### src/rtl/core/sac_pkg.sv
// Shared types and constants for the set-associative cache LRU simulator.
// No dependencies.
package sac_pkg;

    localparam int DEF_MAX_SET_BITS = 8;
    localparam int DEF_MAX_WAYS     = 8;
    localparam int DEF_STAMP_WIDTH  = 32;

    localparam int ADDR_W  = 64;
    localparam int TOTAL_W = 32;
    localparam int CFG_W   = 5;

    localparam logic [1:0] CMD_LOAD   = 2'd0;
    localparam logic [1:0] CMD_STORE  = 2'd1;
    localparam logic [1:0] CMD_MODIFY = 2'd2;
    localparam logic [1:0] CMD_NONE   = 2'd3;

    localparam logic [1:0] OUT_HIT   = 2'd0;
    localparam logic [1:0] OUT_FILL  = 2'd1;
    localparam logic [1:0] OUT_EVICT = 2'd2;

    localparam logic [1:0] REG_SET_BITS    = 2'd0;
    localparam logic [1:0] REG_WAYS        = 2'd1;
    localparam logic [1:0] REG_OFFSET_BITS = 2'd2;

    // Commands from the controller to the datapath.
    typedef struct packed {
        logic load;    // latch the access and issue the set read
        logic lookup;  // compare, pick, write back, report
        logic last;    // this lookup ends the item
        logic tick;    // advance the access clock
    } t_dp_cmd;

endpackage

### src/rtl/core/sac_ctrl.sv
// Controller state machine: sequences one or two lookups per item.
// Depends on sac_pkg.
module sac_ctrl (
    input  logic             i_clk,
    input  logic             i_rst_n,
    input  logic             i_start,
    input  logic [1:0]       i_command,
    input  logic             i_init,
    output logic             o_busy,
    output sac_pkg::t_dp_cmd o_cmd
);
    import sac_pkg::*;

    typedef enum logic [1:0] {
        S_IDLE, S_LOOK1, S_READ2, S_LOOK2
    } t_state;

    t_state r_state, n_state;
    logic   r_modify;

    // Next state and commands.
    always_comb begin
        n_state = r_state;
        o_cmd   = '0;
        case (r_state)
            S_IDLE: begin
                if (i_start && !i_init && i_command != CMD_NONE) begin
                    o_cmd.load = 1'b1;
                    n_state    = S_LOOK1;
                end
            end
            S_LOOK1: begin
                o_cmd.lookup = 1'b1;
                o_cmd.last   = !r_modify;
                o_cmd.tick   = !r_modify;
                n_state      = r_modify ? S_READ2 : S_IDLE;
            end
            S_READ2: begin
                n_state = S_LOOK2;
            end
            S_LOOK2: begin
                o_cmd.lookup = 1'b1;
                o_cmd.last   = 1'b1;
                o_cmd.tick   = 1'b1;
                n_state      = S_IDLE;
            end
            default: n_state = S_IDLE;
        endcase
    end

    // Busy while an item is in flight or the valid store is being cleared.
    assign o_busy = (r_state != S_IDLE) || i_init;

    // State register.
    always_ff @(posedge i_clk) begin
        if (!i_rst_n) begin
            r_state  <= S_IDLE;
            r_modify <= 1'b0;
        end else begin
            r_state <= n_state;
            if (o_cmd.load) r_modify <= (i_command == CMD_MODIFY);
        end
    end

    a_lookup_busy: assert property (@(posedge i_clk) disable iff (!i_rst_n)
        o_cmd.lookup |-> o_busy) else $error("lookup while idle");
    a_load_idle: assert property (@(posedge i_clk) disable iff (!i_rst_n)
        o_cmd.load |=> (r_state == S_LOOK1)) else $error("load did not enter lookup");
    a_read2: assert property (@(posedge i_clk) disable iff (!i_rst_n)
        (r_state == S_READ2) |=> (r_state == S_LOOK2)) else $error("second pass lost");

endmodule

### config.mk
export PLATFORM = sky130hd
export DESIGN_NAME = sac_ctrl
export DESIGN_NICKNAME = d
export VERILOG_FILES = /design/src/rtl/core/sac_pkg.sv /design/src/rtl/core/sac_ctrl.sv
export SDC_FILE = /design/constraint.sdc
export NUM_CORES = 1
export LEC_CHECK = 0
export BUFFER_PORTS_ARGS = -buffer_cell sky130_fd_sc_hd__buf_2
export CAP_MARGIN = 20
export CELL_PAD_IN_SITES_DETAIL_PLACEMENT = 1
export CELL_PAD_IN_SITES_GLOBAL_PLACEMENT = 2
export CORE_AREA = 2 2 39 41
export CTS_CLUSTER_SIZE = 14
export DETAILED_ROUTE_END_ITERATION = 8
export DIE_AREA = 0 0 41 43
export GPL_TIMING_DRIVEN = 0
export PLACE_DENSITY = 0.62
export SLEW_MARGIN = 10
export SYNTH_ARGS = -nofsm -noshare
export SYNTH_HDL_FRONTEND = slang
export SYNTH_SLANG_ARGS = --single-unit
export TNS_END_PERCENT = 100
### constraint.sdc
create_clock -name i_clk -period 1.2 [get_ports i_clk]
set_input_delay 0.06 -clock i_clk [delete_from_list [all_inputs] [get_ports i_clk]]
set_output_delay 0.06 -clock i_clk [all_outputs]
set_load 0.1 [all_outputs]
==> flow_metrics.tcl, run 1 <==
set metrics [dict create \
    status "finished with violations" \
    violations "negative setup slack" \
    finalHoldViolations 0 \
    grt_pass1_vias 212 \
    fin_nets 41 \
    startpoint_type "flop" \
    ys_seq_elements 3 \
    use_met2 0.100 \
    rows 14 \
    cts.sinks 3 \
    top_usage_layer "met2" \
    synth.largest_area_cell "dfxtp_1" \
    intPower_w 0.000270 \
    antenna_left 0 \
    maxSlewHeadroom 0.800 \
    met1_usage 0.0804 \
    io_pins 11 \
    p_comb_frac 0.315 \
    layout-drive-gt1-share 0.706 \
    viasPerCell 3.88 \
    antenna_found_initial 0 \
    p_sw_w 0.000140 \
    met3_usage 0.0157 \
    p_clk_frac 0.425 \
    setup_viol 2 \
    clock_skew_ps 4.35 \
    power_frac_seq 0.260 \
    drc 0 \
    hpwl_um 355 \
    cp_max_fo 5 \
    synthArstFlopShare 0 \
    power_density_nw_per_um2 1140 \
    hold_path_depth 3 \
    synth_area_um2 161 \
    dpl_cell_area_um2 274 \
    synth.area.top_cells "dfxtp_1 37%, a21boi_0 9.3%, nand2b_1 7.8%, o221a_2 7.0%, or4b_1 6.2%" \
    yosysMostFrequentCell "dfxtp_1" \
    syn_inst 19 \
    first_pass_iters 1 \
    die_w_um 41 \
    avgSynthCellArea_um2 8.50 \
    dieHeight_um 43 \
    routed_wl_um 425 \
    synth_edf_count 0 \
    synth_common_cells "3 x dfxtp_1, 2 x a21boi_0, 2 x nand2b_1" \
    root_buffer "clkbuf_4" \
    yosysSeqAreaShare 0.372 \
    clkTransAtPathRegs_ps 40 \
    cts_hold_buffers 0 \
    switching_share 0.341 \
    worstPathRequired_ps 1320 \
    cts_tree "done" \
    n_antenna_cell 0 \
    gr-usage-all-layers 0.0663 \
    area_growth_pct 122 \
    portBuffers 10 \
    period_needed_ps 1260 \
    cts_max_level 1 \
    leakage_nw 0.148 \
    fin_ws_ps -58.7 \
    netlist-cell-type-count 15 \
    die-area_um2 1760 \
    synth_nets 25 \
    path_class "flop to flop" \
    reg2reg_depth 2 \
    max-cap-violations 0 \
    hold_ws_ps 85.5 \
    vias 194 \
    synthFlopType "dfxtp_1" \
    worstMarginPinSlew_ps 302 \
    dp_cells 45 \
    grt_setup_unrepaired "true" \
    max_freq_ghz 0.794 \
    crit_path_end_kind "flop" \
    cts_made_buffers 3 \
    cts_buffer_depth 2 \
    wire_per_inst_um 8.50 \
    yosysWarningCount 0 \
    post_layout_nonfiller_instances 50 \
    fin_area_um2 358 \
    grt_first_pass_wirelength_um 821 \
    globalplace.congestion 0.731 \
    synth_top_cell_area_share 0.372 \
    slew_violations 0 \
    grt_max_degree 7 \
    core_area_um2 1380 \
    clkLatencyLatePin_ps 230 \
    ir_worst_vdd_mv 0.373 \
    hold_class "input port to flop" \
    post-route-period-util 1.05 \
    start_util 0.117 \
    drtIter0Drc 0 \
    overflow 0 \
    arrival_ps 1380 \
]
==> stage by stage <==
stage | power (W) | util | setup TNS (ps) | setup WS [ps]
CTS | 0.000419 | 0.257 | -106 | -64.3
detailed placement | 0.000218 | 0.198 | -84.1 | -84.1
finish | 0.000409 | 0.259 | -91.3 | -58.7
global placement | 0.000218 | 0.198 | -87.4 | -87.4
floorplan | 0.000197 | - | -195 | -144
global route | 0.000432 | 0.259 | -183 | -87.0
==> power by group through the flow <==
stage | clock network (W) | logic, W | registers, W
floorplan | 0 | 0.0000888 | 0.000108
global placement | 0 | 0.000108 | 0.000109
detailed placement | 0 | 0.000109 | 0.000109
CTS | 0.000183 | 0.000129 | 0.000106
global route | 0.000190 | 0.000135 | 0.000107
finish | 0.000174 | 0.000129 | 0.000106
==> timing repair <==
action / 4_1_cts / 5_1_grt
gates resized for setup: 12 / 1
pin swaps: 1 / 0
buffers inserted: 1 / 0
endpoints found under the setup margin: 6 / 4
==> final cells by class <==
cell class                 count  area (µm²)
buffer                         2        25.0
tap                           16        20.0
inverter                       1        6.26
fill                         170        1030
sequential                     3        67.6
clock buffer                   4        26.3
timing repair buffer          11        90.1
multi-input combinational     13         123
==> cell usage in the layout (no fill, tap or decap), types with 2 or more instances in the layout <==
master	n
buf_12	2
buf_2	6
buf_4	2
buf_6	2
clkbuf_4	4
dfxtp_4	2
nand2b_1	2
==> final timing paths <==
path              slack (ps)          to     from
hold reg to reg          520  r_state[0]     flop
hold / removal            90  r_state[0]  i_rst_n
setup / recovery         -60    r_modify     flop
setup reg to reg         -60    r_modify     flop
==> metal layers <==
layer | routed length [µm] | vias up
met1 | 170 | 96
met5 | 0 | -
met2 | 241 | 3
li1 | - | 95
met4 | 0 | 0
met3 | 13 | 0
==> cell families after synthesis <==
kind of cell,share of synthesized area
compound gates,0.194
buf+inv,0.101
flops,0.372
simple gates,0.333
==> critical path: stages (launching register included) <==
cell,delay (ps)
dfxtp_4,360
or4b_4,530
o221a_4,260
(Power assumes the default switching activity.)
==> run 2, diff against run 1 <==
--- a/config.mk
+++ b/config.mk
@@ -14,9 +14,9 @@
 export DETAILED_ROUTE_END_ITERATION = 8
 export DIE_AREA = 0 0 41 43
 export GPL_TIMING_DRIVEN = 0
-export PLACE_DENSITY = 0.62
+export PLACE_DENSITY_LB_ADDON = 0.1
 export SLEW_MARGIN = 10
 export SYNTH_ARGS = -nofsm -noshare
 export SYNTH_HDL_FRONTEND = slang
 export SYNTH_SLANG_ARGS = --single-unit
-export TNS_END_PERCENT = 100
+export TNS_END_PERCENT = 30
==> flow_metrics.tcl, run 2 (synthesis gave the netlist of run 1 again) <==
set metrics [dict create \
    cp_max_fo 5 \
    antenna_found_initial 0 \
    p_sw_w 0.000143 \
    grt_max_degree 9 \
    arrival_ps 1390 \
    drc 0 \
    met1_usage 0.0799 \
    io_pins 11 \
    clkTransAtPathRegs_ps 40 \
    dieHeight_um 43 \
    ir_worst_vdd_mv 0.288 \
    first_pass_iters 2 \
    cts_max_level 1 \
    p_clk_frac 0.430 \
    fin_area_um2 350 \
    worstPathRequired_ps 1320 \
    mostFrequentLayoutCell "buf_2" \
    die-area_um2 1760 \
    grt_pass1_vias 194 \
    fin_util 0.253 \
    max_freq_ghz 0.785 \
    core_area_um2 1380 \
    grt_first_pass_wirelength_um 800 \
    p_comb_frac 0.310 \
    fin_nets 40 \
    period_needed_ps 1270 \
    power_frac_seq 0.260 \
    globalplace.congestion 0.630 \
    path_class "flop to flop" \
    hold_class "input port to flop" \
    use_met2 0.100 \
    area_growth_pct 117 \
    cpPeakStageDelay_ps 530 \
    antenna_left 0 \
    crit_path_end_kind "flop" \
    hpwl_um 407 \
    slew_violations 0 \
    grt_setup_unrepaired "true" \
    hold_path_depth 3 \
    nFillCells 158 \
    max-cap-violations 0 \
    cts_tree "done" \
    reg2reg_depth 2 \
    die_w_um 41 \
    fin_ws_ps -74.7 \
    crit_cells 2 \
    hold_ws_ps 95.7 \
    met3_usage 0.0366 \
    cts_made_buffers 3 \
    startpoint_type "flop" \
    portBuffers 10 \
    clkLatencyLatePin_ps 230 \
    cts_hold_buffers 0 \
    n_antenna_cell 0 \
    maxSlewHeadroom 0.815 \
    start_util 0.117 \
    finalHoldViolations 0 \
    violations "negative setup slack" \
    switching_share 0.348 \
    rows 14 \
    overflow 0 \
    top_usage_layer "met2" \
    viasPerCell 3.88 \
    drtIter0Drc 3 \
    cts_buffer_depth 2 \
    routed_wl_um 495 \
    cts.sinks 3 \
    crit_chain "or4b_4, o221a_4" \
    fin_setup_tns_ps -111 \
    vias 190 \
    slowest_stage "or4b_4" \
    final_cell_mix "6 x buf_2, 3 x clkbuf_4" \
    root_buffer "clkbuf_4" \
    status "finished with violations" \
    critPathBufInv 0 \
    critical_path.top_delay_family "simple AND/OR/NAND/NOR gates" \
    post-route-period-util 1.06 \
    power_density_nw_per_um2 1180 \
    dpl_cell_area_um2 274 \
    gr-usage-all-layers 0.0701 \
    setup_viol 2 \
    worstMarginPinSlew_ps 280 \
    layout-drive-gt1-share 0.697 \
    wire_per_inst_um 10.1 \
    clock_skew_ps 2.62 \
    leakage_nw 0.144 \
    intPower_w 0.000269 \
]
-- run 2: cell types whose count changed in the layout (fill, tap and decap cells not counted) --
cell | previous run | this run
clkbuf_4 | 4 | 3
-- run 2: power by group through the flow --
stage               registers, W  clock network, W  logic [W]
floorplan               0.000108                 0  0.0000888
global placement        0.000110                 0   0.000108
detailed placement      0.000110                 0   0.000110
CTS                     0.000107          0.000186   0.000127
global route            0.000108          0.000193   0.000132
finish                  0.000107          0.000177   0.000127
-- run 2: path summary, 6_finish.rpt --
check                              from          to  slack (ps)
worst min-delay path            i_rst_n  r_state[0]         100
worst max-delay path               flop    r_modify         -70
worst max register to register     flop    r_modify         -70
worst min register to register     flop  r_state[0]         530
-- run 2: through the flow --
stage	setup slack (ps)	power, W	std cells
floorplan	-144	0.000197	19
global placement	-101	0.000219	45
detailed placement	-97.5	0.000220	45
CTS	-73.9	0.000420	49
global route	-98.0	0.000434	49
finish	-74.7	0.000412	49
-- run 2: metal layers --
metal | share of wire | vias up
li1 | - | 94
met1 | 0.43 | 89
met2 | 0.52 | 7
met3 | 0.051 | 0
met4 | 0 | 0
met5 | 0 | -
-- run 2: area by class of cell --
class                   instances  area (µm²)  share of cell area
multi-input cells              13         123               0.350
inverters                       1        6.26              0.0179
plain buffers                   2        25.0              0.0714
repair buffers                 10        82.6               0.236
clock buffers                   4        26.3              0.0750
flip-flops and latches          3        67.6               0.193
well taps                      16        20.0              0.0571
-- run 2: repair_timing --
item	4_1_cts	5_1_grt
resized for setup	12	1
endpoints found under the setup margin	6	3
setup buffers	0	0
pin swaps	1	0
-- run 2: worst reg2reg max path: cells and delay by family, from the launching register on --
family / cells / cell delay [ps]
AND/OR/NAND/NOR: 1 / 530
flip-flops: 1 / 360
AO/OA/AOI/OAI: 1 / 260
